**config.mk**
```make
export PLATFORM = sky130hd
export DESIGN_NAME = region_page_splitter
export DESIGN_NICKNAME = d
export VERILOG_FILES = /design/src/design/rps_pkg.sv /design/src/design/rps_front.sv /design/src/design/rps_back.sv /design/src/design/region_page_splitter.sv
export SDC_FILE = /design/constraint.sdc
export NUM_CORES = 1
export LEC_CHECK = 0
export ABC_AREA = 1
export BUFFER_PORTS_ARGS = -buffer_cell sky130_fd_sc_hd__buf_2
export CELL_PAD_IN_SITES_DETAIL_PLACEMENT = 1
export CELL_PAD_IN_SITES_GLOBAL_PLACEMENT = 2
export CORE_MARGIN = 1.5
export CORE_UTILIZATION = 38
export DETAILED_ROUTE_END_ITERATION = 6
export HOLD_SLACK_MARGIN = 0.03
export MAX_ROUTING_LAYER = met4
export PLACE_DENSITY = 0.88
export SLEW_MARGIN = 0
export SYNTH_ARGS = -nofsm -noshare
export SYNTH_HDL_FRONTEND = slang
export SYNTH_SLANG_ARGS = --single-unit
```
**constraint.sdc**
```tcl
create_clock -name i_clk -period 14.34 [get_ports i_clk]
set_clock_uncertainty 0.1 [all_clocks]
set_input_delay 1.434 -clock i_clk [delete_from_list [all_inputs] [get_ports i_clk]]
set_output_delay 1.434 -clock i_clk [all_outputs]
set_load 0.05 [all_outputs]
```
**src/design/rps_pkg.sv**
```systemverilog
// Shared types and constants for the region page splitter.
// No dependencies; imported by rps_front, rps_back and region_page_splitter.
package rps_pkg;

    localparam int unsigned ADDR_W     = 48;
    localparam int unsigned ATTR_W     = 16;
    localparam int unsigned CNT_W      = 6;
    localparam int unsigned CODE_W     = 3;
    localparam int unsigned STAT_W     = 2;
    localparam int unsigned NUM_SIZES  = 8;
    localparam int unsigned IN_DATA_W  = 168;
    localparam int unsigned OUT_DATA_W = 128;

    typedef enum logic [STAT_W-1:0] {
        ST_OK        = 2'd0,
        ST_NO_ENTRY  = 2'd1,
        ST_MISALIGN  = 2'd2
    } t_status;

    // log2 of each page size, indexed by page size code
    typedef int unsigned t_shift_tab [NUM_SIZES];
    localparam t_shift_tab PAGE_SHIFT = '{12, 14, 16, 21, 25, 29, 30, 34};

    typedef struct packed {
        logic [ADDR_W-1:0] virt;
        logic [ADDR_W-1:0] phys;
        logic [ADDR_W-1:0] length;
        logic [ATTR_W-1:0] attr;
        logic [CNT_W-1:0]  avail;
    } t_region;

    // descriptor handoff between front and back
    typedef struct packed {
        logic    valid;
        t_region region;
    } t_desc;

endpackage

```
**src/design/rps_front.sv**
```systemverilog
// Front end: accepts region items, saturates the entry budget and queues them.
// Depends on rps_pkg.
module rps_front #(
    parameter int MAX_ENTRIES = 32
) (
    input  logic                              i_clk,
    input  logic                              i_rst_n,
    input  logic                              i_s_tvalid,
    output logic                              o_s_tready,
    input  logic [rps_pkg::IN_DATA_W-1:0]     i_s_tdata,
    output rps_pkg::t_desc                    o_desc,
    input  logic                              i_pop
);
    import rps_pkg::*;

    localparam int DEPTH = 2;

    t_region             r_mem [DEPTH];
    logic                r_wr_ptr;
    logic                r_rd_ptr;
    logic [1:0]          r_count;
    t_region             n_region;
    logic                w_push;
    logic                w_pop;

    always_comb begin
        n_region.virt   = i_s_tdata[47:0];
        n_region.phys   = i_s_tdata[95:48];
        n_region.length = i_s_tdata[143:96];
        n_region.attr   = i_s_tdata[159:144];
        // clamp the budget to what the block may ever produce
        if (i_s_tdata[165:160] > CNT_W'(MAX_ENTRIES)) begin
            n_region.avail = CNT_W'(MAX_ENTRIES);
        end else begin
            n_region.avail = i_s_tdata[165:160];
        end
    end

    assign o_s_tready = (r_count != 2'(DEPTH));
    assign w_push     = i_s_tvalid && o_s_tready;
    assign w_pop      = i_pop && (r_count != 2'd0);

    assign o_desc.valid  = (r_count != 2'd0);
    assign o_desc.region = r_mem[r_rd_ptr];

    always_ff @(posedge i_clk) begin
        if (w_push) begin
            r_mem[r_wr_ptr] <= n_region;
        end
    end

    always_ff @(posedge i_clk) begin
        if (!i_rst_n) begin
            r_wr_ptr <= 1'b0;
            r_rd_ptr <= 1'b0;
            r_count  <= 2'd0;
        end else begin
            if (w_push) begin
                r_wr_ptr <= ~r_wr_ptr;
            end
            if (w_pop) begin
                r_rd_ptr <= ~r_rd_ptr;
            end
            r_count <= r_count + 2'(w_push) - 2'(w_pop);
        end
    end

    a_count_bound: assert property (@(posedge i_clk) disable iff (!i_rst_n)
        r_count <= 2'(DEPTH))
        else $error("queue fill count above depth");

    a_no_pop_empty: assert property (@(posedge i_clk) disable iff (!i_rst_n)
        (r_count == 2'd0) |=> (r_count <= 2'd1))
        else $error("queue count moved by more than one from empty");

endmodule

```
**src/design/rps_back.sv**
```systemverilog
// Back end: splits one queued region into pages, one page per cycle while the
// output is not stalled, and drives the registered result stream. Depends on rps_pkg.
module rps_back (
    input  logic                              i_clk,
    input  logic                              i_rst_n,
    input  rps_pkg::t_desc                    i_desc,
    output logic                              o_pop,
    output logic                              o_m_tvalid,
    input  logic                              i_m_tready,
    output logic [rps_pkg::OUT_DATA_W-1:0]    o_m_tdata,
    output logic                              o_m_tuser,
    output logic                              o_m_tlast
);
    import rps_pkg::*;

    // working region
    logic                 r_busy;
    logic [ADDR_W-1:0]    r_va;
    logic [ADDR_W-1:0]    r_pa;
    logic [ADDR_W-1:0]    r_remain;
    logic [ATTR_W-1:0]    r_attr;
    logic [CNT_W-1:0]     r_avail;
    logic [CNT_W-1:0]     r_count;

    // output register
    logic                 r_out_valid;
    logic [ADDR_W-1:0]    r_out_va;
    logic [ADDR_W-1:0]    r_out_pa;
    logic [CODE_W-1:0]    r_out_code;
    logic [ATTR_W-1:0]    r_out_attr;
    logic [CNT_W-1:0]     r_out_num;
    logic                 r_out_is_stat;
    t_status              r_out_stat;

    logic                 w_slot_free;
    logic                 w_step;
    logic [NUM_SIZES-1:0] w_fits;
    logic                 w_found;
    logic [CODE_W-1:0]    w_code;
    logic [ADDR_W-1:0]    w_size;
    logic                 w_empty;
    logic                 w_full;

    assign w_slot_free = !r_out_valid || i_m_tready;
    assign w_step      = r_busy && w_slot_free;
    assign o_pop       = !r_busy && i_desc.valid;
    assign w_empty     = (r_remain == '0);
    assign w_full      = (r_count == r_avail);

    // candidate page sizes: both addresses aligned and length covers the page
    always_comb begin
        logic [ADDR_W-1:0] low_mask;
        for (int s = 0; s < NUM_SIZES; s++) begin
            low_mask  = (ADDR_W'(1) << PAGE_SHIFT[s]) - ADDR_W'(1);
            w_fits[s] = ((r_va & low_mask) == '0) && ((r_pa & low_mask) == '0)
                        && ((r_remain & ~low_mask) != '0);
        end
    end

    // largest fitting size wins
    always_comb begin
        w_found = 1'b0;
        w_code  = '0;
        for (int s = 0; s < NUM_SIZES; s++) begin
            if (w_fits[s]) begin
                w_found = 1'b1;
                w_code  = CODE_W'(s);
            end
        end
        w_size = ADDR_W'(1) << PAGE_SHIFT[w_code];
    end

    always_ff @(posedge i_clk) begin
        if (!i_rst_n) begin
            r_busy      <= 1'b0;
            r_out_valid <= 1'b0;
        end else begin
            if (w_step) begin
                r_out_valid <= 1'b1;
            end else if (i_m_tready) begin
                r_out_valid <= 1'b0;
            end
            if (o_pop) begin
                r_busy   <= 1'b1;
                r_va     <= i_desc.region.virt;
                r_pa     <= i_desc.region.phys;
                r_remain <= i_desc.region.length;
                r_attr   <= i_desc.region.attr;
                r_avail  <= i_desc.region.avail;
                r_count  <= '0;
            end else if (w_step) begin
                r_out_va    <= r_va;
                r_out_pa    <= r_pa;
                r_out_num   <= r_count;
                if (!w_empty && !w_full && w_found) begin
                    // emit a page and advance
                    r_out_code    <= w_code;
                    r_out_attr    <= r_attr;
                    r_out_is_stat <= 1'b0;
                    r_out_stat    <= ST_OK;
                    r_va          <= r_va + w_size;
                    r_pa          <= r_pa + w_size;
                    r_remain      <= r_remain - w_size;
                    r_count       <= r_count + CNT_W'(1);
                end else begin
                    // close the region with its status item
                    r_out_code    <= '0;
                    r_out_attr    <= '0;
                    r_out_is_stat <= 1'b1;
                    if (w_empty) begin
                        r_out_stat <= ST_OK;
                    end else if (w_full) begin
                        r_out_stat <= ST_NO_ENTRY;
                    end else begin
                        r_out_stat <= ST_MISALIGN;
                    end
                    r_busy <= 1'b0;
                end
            end
        end
    end

    assign o_m_tvalid = r_out_valid;
    assign o_m_tuser  = r_out_is_stat;
    assign o_m_tlast  = r_out_is_stat;
    assign o_m_tdata  = {5'b0, r_out_stat, r_out_num, r_out_attr, r_out_code,
                         r_out_pa, r_out_va};

    a_count_in_budget: assert property (@(posedge i_clk) disable iff (!i_rst_n)
        r_busy |-> (r_count <= r_avail))
        else $error("page count ran past the entry budget");

    a_status_ends_run: assert property (@(posedge i_clk) disable iff (!i_rst_n)
        (w_step && (w_empty || w_full || !w_found)) |=> !r_busy)
        else $error("region still active after its status item");

endmodule

```
**src/design/region_page_splitter.sv**
```systemverilog
// Region page splitter: the back end loads an accepted item from the queue, then emits
// one result per cycle while the output is not stalled, so a region occupies it for
// a load, one step per page and a status item, in that order.
// Absent back-pressure, the back end's one-page-per-cycle loop sets throughput;
// a 2-entry queue lets the front accept while a region is being split.
// Reset (synchronous, active low) empties the queue and the output register.
module region_page_splitter #(
    parameter int MAX_ENTRIES = 32
) (
    input  logic                              i_clk,
    input  logic                              i_rst_n,
    // slave side
    input  logic                              i_s_tvalid,
    output logic                              o_s_tready,
    // tdata: region_virt[47:0], region_phys[95:48], region_length[143:96],
    //        attributes[159:144], entries_available[165:160], zero pad
    input  logic [rps_pkg::IN_DATA_W-1:0]     i_s_tdata,
    // master side
    output logic                              o_m_tvalid,
    input  logic                              i_m_tready,
    // tdata: page_virt[47:0], page_phys[95:48], page_size_code[98:96],
    //        page_attributes[114:99], entry_number[120:115], status[122:121],
    //        zero pad
    output logic [rps_pkg::OUT_DATA_W-1:0]    o_m_tdata,
    // tuser: is_status
    output logic                              o_m_tuser,
    // tlast: last result of the region
    output logic                              o_m_tlast
);
    import rps_pkg::*;

    t_desc w_desc;
    logic  w_pop;

    // accept, clamp the entry budget, and queue region descriptors
    rps_front #(
        .MAX_ENTRIES (MAX_ENTRIES)
    ) u_front (
        .i_clk      (i_clk),
        .i_rst_n    (i_rst_n),
        .i_s_tvalid (i_s_tvalid),
        .o_s_tready (o_s_tready),
        .i_s_tdata  (i_s_tdata),
        .o_desc     (w_desc),
        .i_pop      (w_pop)
    );

    // split the head region into pages and drive the result stream
    rps_back u_back (
        .i_clk      (i_clk),
        .i_rst_n    (i_rst_n),
        .i_desc     (w_desc),
        .o_pop      (w_pop),
        .o_m_tvalid (o_m_tvalid),
        .i_m_tready (i_m_tready),
        .o_m_tdata  (o_m_tdata),
        .o_m_tuser  (o_m_tuser),
        .o_m_tlast  (o_m_tlast)
    );

endmodule
```
## Word-level counts from Yosys, hierarchy flattened

Memory sizes are Yosys's and may differ from the RTL's. A register that Yosys moved wholly into a read port is not among the register bits.
Index checks and enable logic that the tools add are counted.

- Add/subtract/negate cells: 6
- $mul: 0
- Div/mod/pow operators: 0
- Magnitude comparators: 2
- Equality and inequality tests: 3
- Shifts and indexed selects: 1
- Muxes and demuxes: 40
- Bitwise logic cells: 4
- Reductions and logical operators: 61

Operator list:

| kind | number |
|---|---|
| logical NOT 48 bit | 17 |
| 2-to-1 mux 48 bit | 9 |
| nonzero test 48 bit | 8 |
| adder 48 bit | 2 |
| 2-to-1 mux 32 bit | 2 |
| << shifter 1 x 32 -> 48 bit (first input constant) | 1 |
| subtractor 48 bit | 1 |
| logical AND 1 bit | 22 |
| 2-to-1 mux 1 bit | 19 |
| 2-to-1 mux 6 bit | 3 |
| 2-to-1 mux 3 bit | 4 |
| nonzero test 2 bit | 4 |
| adder 6 x 1 -> 6 bit (second input constant) | 1 |
| == test 6 bit | 1 |
| greater-than comparator 6 bit (second input constant) | 1 |
| 2-to-1 mux 2 bit | 3 |
| AND reduction 3 bit | 2 |
| greater-or-equal comparator 4 bit (second input constant) | 1 |
| logical NOT 1 bit | 4 |
| != test 2 bit (second input constant) | 2 |
| inverter 3 -> 4 bit | 1 |
| AND reduction 2 bit | 2 |
| inverter 1 bit | 3 |
| adder 2 x 1 -> 2 bit | 1 |
| other kinds (3) | 3 |

- Register bits: 302
- Bits in latches: 0
- Bits in writable memories: 332
- ROM bits: 256
- Bits of input ports: 172
- Output and inout bits: 132
- Word-level logic and storage cells: 137
- Memories kept: 2

Memories:

| memory | depth | width | read ports | clocked after memory_dff | wr ports | RTL line | RTL |
|---|---|---|---|---|---|---|---|
| u_front.r_mem | 2 | 166 | 1 | 1 | 1 | rps_front.sv:18 | `t_region r_mem [DEPTH];` |
| (no name shown) | 8 | 32 | 1 | 0 | 0 | rps_back.sv:70 | `w_size = ADDR_W'(1) << PAGE_SHIFT[w_code];` |

## Logic depth before layout (Yosys ltp)

- Depth after elaboration: 19
- Depth in mapped cells: 39
- Gate-level depth less buffers: 39

## Modules after synthesis

A second synthesis with hierarchy kept.

- Cells, all modules: 3,379
- Area, all modules: 33,557.2 um2

Modules (own cells, without submodules):

| module | instances | cells an instance | area an instance (um2) | seq. area each (um2) |
|---|---|---|---|---|
| rps_back | 1 | 2,812 | 21,244.1 | 8,928.6 |
| rps_front | 1 | 567 | 12,313.1 | 10,069.7 |

## Least setup slack after synthesis

OpenSTA, ideal clock, no wires.

- Kind: input-to-reg
- Start: input port i_m_tready
- End: register u_back.r_count[0] (enable)
- Library setup time: 867 ps
- Arrival time: 12,076 ps
- Data required time: 13,373 ps
- Path slack: 1,297 ps
- Cell stages on the path: 6
- Buffers on the path: 0
- Path through: inv_1 -> nand2_1 -> nand2_1 -> nor2_1 -> nand2_1 -> o21ai_0

- Cells in the longest elaborated chain, start to end: 4

RTL lines:

| what | RTL line | RTL |
|---|---|---|
| from (decl) | region_page_splitter.sv:20 | `input logic i_m_tready,` |
| logical OR 1 bit | rps_back.sv:44 | `assign w_slot_free = !r_out_valid \|\| i_m_tready;` |
| logical AND 1 bit | rps_back.sv:45 | `assign w_step = r_busy && w_slot_free;` |
| nonzero test 2 bit (no source line) | -- |  |
| AND reduction 3 bit (no source line) | -- |  |
| to (signal assigned) | rps_back.sv:104 | `r_count <= r_count + CNT_W'(1);` |
| to (decl) | rps_back.sv:23 | `logic [CNT_W-1:0] r_count;` |

No other way between the ends.
A chain may end at the register's enable or synchronous reset.

## Worst setup path after layout

- Start: register u_back.r_remain[38]
- End: register u_back.r_remain[38], data pin

- Cells in the longest elaborated chain, start to end: 18
- Elaborated cells between the ends (all ways): 30
- Classes of those cells: 1 x add/sub; 1 x shift; 12 x mux; 1 x bitwise; 14 x reduce/logical; 1 x memory

RTL lines:

| what | RTL line | RTL |
|---|---|---|
| from (decl) | rps_back.sv:20 | `logic [ADDR_W-1:0] r_remain;` |
| from (signal assigned) | rps_back.sv:87 | `r_remain <= i_desc.region.length;` |
| from (signal assigned) | rps_back.sv:103 | `r_remain <= r_remain - w_size;` |
| nonzero test 48 bit | rps_back.sv:56 | `&& ((r_remain & ~low_mask) != '0);` |
| logical AND 1 bit | rps_back.sv:56 |  |
| 2-to-1 mux 1 bit | rps_back.sv:65 | `if (w_fits[s]) begin` |
| 2-to-1 mux 2 bit (2 in a row) | rps_back.sv:65 |  |
| 2-to-1 mux 3 bit (3 in a row) | rps_back.sv:65 |  |
| 2-to-1 mux 3 bit (*) | rps_back.sv:65 |  |
| net u_back.w_code[0] | rps_back.sv:39 | `logic [CODE_W-1:0] w_code;` |
| inverter 3 -> 4 bit (not written as such) (*) | rps_back.sv:70 |  |
| memory (8 x 32 bit) (*) | -- |  |
| 2-to-1 mux 32 bit (not written as such) (*) (2 in a row) | rps_back.sv:70 |  |
| << shifter 1 x 32 -> 48 bit (*) | rps_back.sv:70 |  |
| subtractor 48 bit (*) | rps_back.sv:103 |  |
| 2-to-1 mux 48 bit (*) | rps_back.sv:95 | `if (!w_empty && !w_full && w_found) begin` |
| 2-to-1 mux 48 bit (*) | rps_back.sv:91 | `end else if (w_step) begin` |
| 2-to-1 mux 48 bit (*) | rps_back.sv:83 | `if (o_pop) begin` |

Mark *: on every way through the listed nets, which the timed path passes. The rest lies on a longest branch. The select of a mux whose other input is x is not followed.

==> flow_metrics.py <==
metrics = {
    "outcome": {
        "outcome": "finished, final reports clean",
    },
    "clock_network": {
        "cts-resized-gates": 0,
        "numCtsBuffers": 73,
        "root_buffer": "clkbuf_16",
        "clock_sinks": 635,
        "clk_path_buf_depth": 3,
        "clock_latency_ps": 650,
        "cts_max_level": 3,
        "hold_buffers": 0,
        "cts_tree": "built",
        "clkTransAtPathRegs_ps": 60,
        "post_cts_buffers": 0,
    },
    "placement": {
        "place_hpwl_um": 85100,
        "dp_slack_ps": 7330,
        "io_buffer_count": 296,
        "gp_congestion": 0.942,
    },
    "global_routing": {
        "antenna_found_initial": 11,
        "overflow": 0,
        "grt_usage_pct": 25.7,
        "grt_pass1_vias": 27480,
        "grt_max_degree": 151,
        "grt_pass1_wl_um": 167000,
    },
    "synth": {
        "synth_top_cell_by_area": "edfxtp_1",
        "ys_async_sr_fraction_pct": 0,
        "synth_top_area_share_pct": 56.8,
        "synth_area_per_cell_um2": 9.16,
        "ys_seq_elements": 635,
        "synthTopCellsByArea": "edfxtp_1 57%, nand2_1 14%, nor2_1 5.0%, ha_1 4.6%, inv_1 3.4%",
        "synth_seq_area_share_pct": 57.2,
        "synth_area_mm2": 0.0332,
        "synth-edff-count": 628,
        "syn_inst": 3624,
        "synth.distinct_cells": 51,
        "synthFlopType": "edfxtp_1",
        "yosysWarnings": 0,
    },
    "critical_path": {
        "critPathLaunchType": "flop",
        "arrival_ps": 7350,
        "path_max_fanout": 5,
        "critical_path_class": "flop to flop",
        "required_ps": 14630,
        "max_stage_delay_ps": 910,
        "crit_path_top_delay_cell": "nor2_1",
        "path_common_cell": "nand2_1",
        "end_kind": "flop",
    },
    "floorplanning": {
        "start_util_pct": 38.3,
        "fp.dieH_um": 299,
        "boundaryPins": 304,
        "fp-row-count": 108,
        "core_area_mm2": 0.0866,
        "dieArea_mm2": 0.0891,
        "die_w_um": 299,
    },
    "detailed_routing": {
        "routed_wl_um": 112000,
        "drc": 0,
        "vias_per_cell": 5.10,
        "via_count": 26601,
        "first_pass_iters": 5,
        "ant_nets": 0,
        "avgRoutedWirePerCell_um": 21.5,
        "drt_iter0_markers": 1452,
    },
    "job": {
        "max-cap-violations": 0,
    },
    "sta": {
        "fin_tns_setup_ps": 0,
        "tightest_slew_ps": 1250,
        "finalCritPeriodShare_pct": 49.3,
        "finalSetupViolCount": 0,
        "hold_violations": 0,
        "grt_setup_unrepaired": "false",
        "layout_min_cycle_time_ps": 7070,
        "maxSlewViolCount": 0,
        "relSlewSlack_pct": 16.0,
        "worst_slack_ps": 7270,
        "max_freq_ghz": 0.142,
    },
    "pwr": {
        "swShare_pct": 39.6,
        "comb_power_share_pct": 33.5,
        "seqPwrFrac_pct": 39.8,
        "clkPwrFrac_pct": 26.7,
        "p_switching_w": 0.00285,
        "power_density_mw_per_mm2": 186,
        "peakVddDrop_mv": 0.191,
        "leakagePower_nw": 16.0,
        "p_int_w": 0.00436,
    },
    "cells_and_area": {
        "nets": 4288,
        "syn2layout_area_growth_pct": 16.5,
        "drive_gt1_share_pct": 11.8,
    },
    "worst_hold_path": {
        "hold_class": "flop to flop",
    },
}
## path summary, 6_finish.rpt
| kind | start | end | slack [ps] | depth (start not counted) |
|---|---|---|---|---|
| worst max-delay path | u_back.r_remain[38]$_DFFE_PP_ | u_back.r_remain[38]$_DFFE_PP_ | 7270 | 33 |
| worst min-delay path | u_front.r_rd_ptr$_SDFFE_PN0P_ | flop | 350 | 1 |
| worst max register to register | u_back.r_remain[38]$_DFFE_PP_ | u_back.r_remain[38]$_DFFE_PP_ | 7270 | 33 |
| worst min register to register | u_front.r_rd_ptr$_SDFFE_PN0P_ | flop | 350 | 1 |
## kinds of logic (layout without fill, tap and decap cells)
kind of cell               count (synthesis)  in the layout  share of synthesized area [%]
xor gates and xnor gates                  86             86                           2.27
DFF                                      635            635                           57.2
buffers and inverters                    382            751                           4.47
AOI/OAI and AO/OA                        466            466                           7.92
muxes                                      4              4                          0.121
other                                      2             65                         0.0226
adders and majority gates                124            124                           4.74
and+or+nand+nor                         1925           1925                           23.2
## power by group through the flow
stage	registers [W]	clock network [W]	logic, W
2_1_floorplan	0.00302	0	0.00151
3_3_place_gp	0.00290	0	0.00234
3_5_place_dp	0.00291	0	0.00239
4_1_cts	0.00287	0.00197	0.00241
5_1_grt	0.00291	0.00202	0.00272
6_report	0.00287	0.00192	0.00241
## Yosys cell counts, types with 2 or more instances
master	count
nand2_2	4
mux2i_1	4
and3_1	4
a21o_1	19
buf_1	6
a21oi_1	180
buf_4	8
edfxtp_1	628
o221ai_1	3
xnor2_1	30
dfxtp_1	7
nor2_1	442
nor2_2	8
nor2_4	3
o21bai_1	19
o21a_1	14
o21ai_0	164
conb_1	2
or2_2	14
o31ai_1	2
a31oi_1	29
nand3_2	3
clkbuf_1	59
buf_2	2
nand2_1	1217
fa_1	3
ha_1	121
nand4_1	25
a32oi_1	7
inv_2	6
nor3_1	45
xor2_1	56
and2_1	2
o211ai_1	12
inv_1	298
nand3b_1	4
nor4_1	12
a21boi_0	11
nand3_1	139
## layout by cell type, fill, tap and decap left out, types with 6 or more instances in the layout
cell type  synthesis  final
nor4_1            12     12
nor2_2             8      9
o21bai_1          19     19
xor2_1            56     56
o21ai_0          164    163
nand4_1           25     25
a31oi_1           29     29
ha_1             121    121
a21oi_1          180    179
o211ai_1          12     12
diode_2            0      6
bufinv_16          0      9
clkbuf_1          59     10
xnor2_1           30     30
inv_1            298    298
a32oi_1            7      7
clkinv_1           0     10
nor3_1            45     45
o21a_1            14     14
nand2_1         1217   1217
nor2_1           442    438
or2_2             14     14
conb_1             2     59
nand3_1          139    139
nor2_4             3      6
buf_4              8     15
clkbuf_16          0     73
a21boi_0          11     11
buf_2              2    296
a21o_1            19     19
clkinv_2           1     19
dfxtp_1            7      6
edfxtp_1         628    628
## worst max-delay path, delay by kind of cell (launching register included)
kind                     cells  cell delay (ps)
AO/OA/AOI/OAI                1              190
adder cells (fa/ha/maj)      2              710
buffers and inverters        4              570
flip-flops                   1              470
AND/OR/NAND/NOR             26             4790
## area by class of cell
class	count	area (µm²)
diodes	6	15.0
clock buffers	83	1860
clock inverters	50	583
fillers	10004	47900
inverters	305	1150
multi-input cells	2664	13000
flip-flops and latches	635	19000
well taps	1155	1450
repair buffers	313	1630
## through the flow
step                total power (W)  hold slack, ps  std cells  util (%)  instance area, µm²
floorplan                   0.00453             325       3681         -               33400
detailed placement          0.00530             338       5072      41.8               36200
global route                0.00765             390       5210      44.6               38700
CTS                         0.00725             350       5205      44.6               38700
global placement            0.00523             325       5072      41.8               36200
finish                      0.00721             352       5211      44.6               38700
## sequential cells by signal (all words and copies together), names as in the netlist, named ones only
name and count:
u_back.r_count 6, u_back.r_out_pa 48, u_back.r_busy 1, u_back.o_m_tlast 1, u_back.r_pa 48, u_back.r_avail 6, u_back.r_va 48, u_back.o_m_tvalid 1
u_front.r_count 2, u_back.r_out_num 6, u_front.r_wr_ptr 1, u_back.r_remain 48, u_back.r_out_stat 2, u_back.r_attr 16, u_back.r_out_va 48, u_front.r_mem 332
u_back.r_out_attr 16, u_front.r_rd_ptr 1, u_back.r_out_code 3
## routing by layer
layer  up-vias  routed length, µm  global-route usage [%]
met5         -                  0                       -
met4         0               3580                    7.95
met3       175               4770                    3.36
met2       570              53400                    41.8
met1     12946              50200                    33.5
li1      12910                  -                       -
No activity file was read; power rests on OpenSTA's default activity.
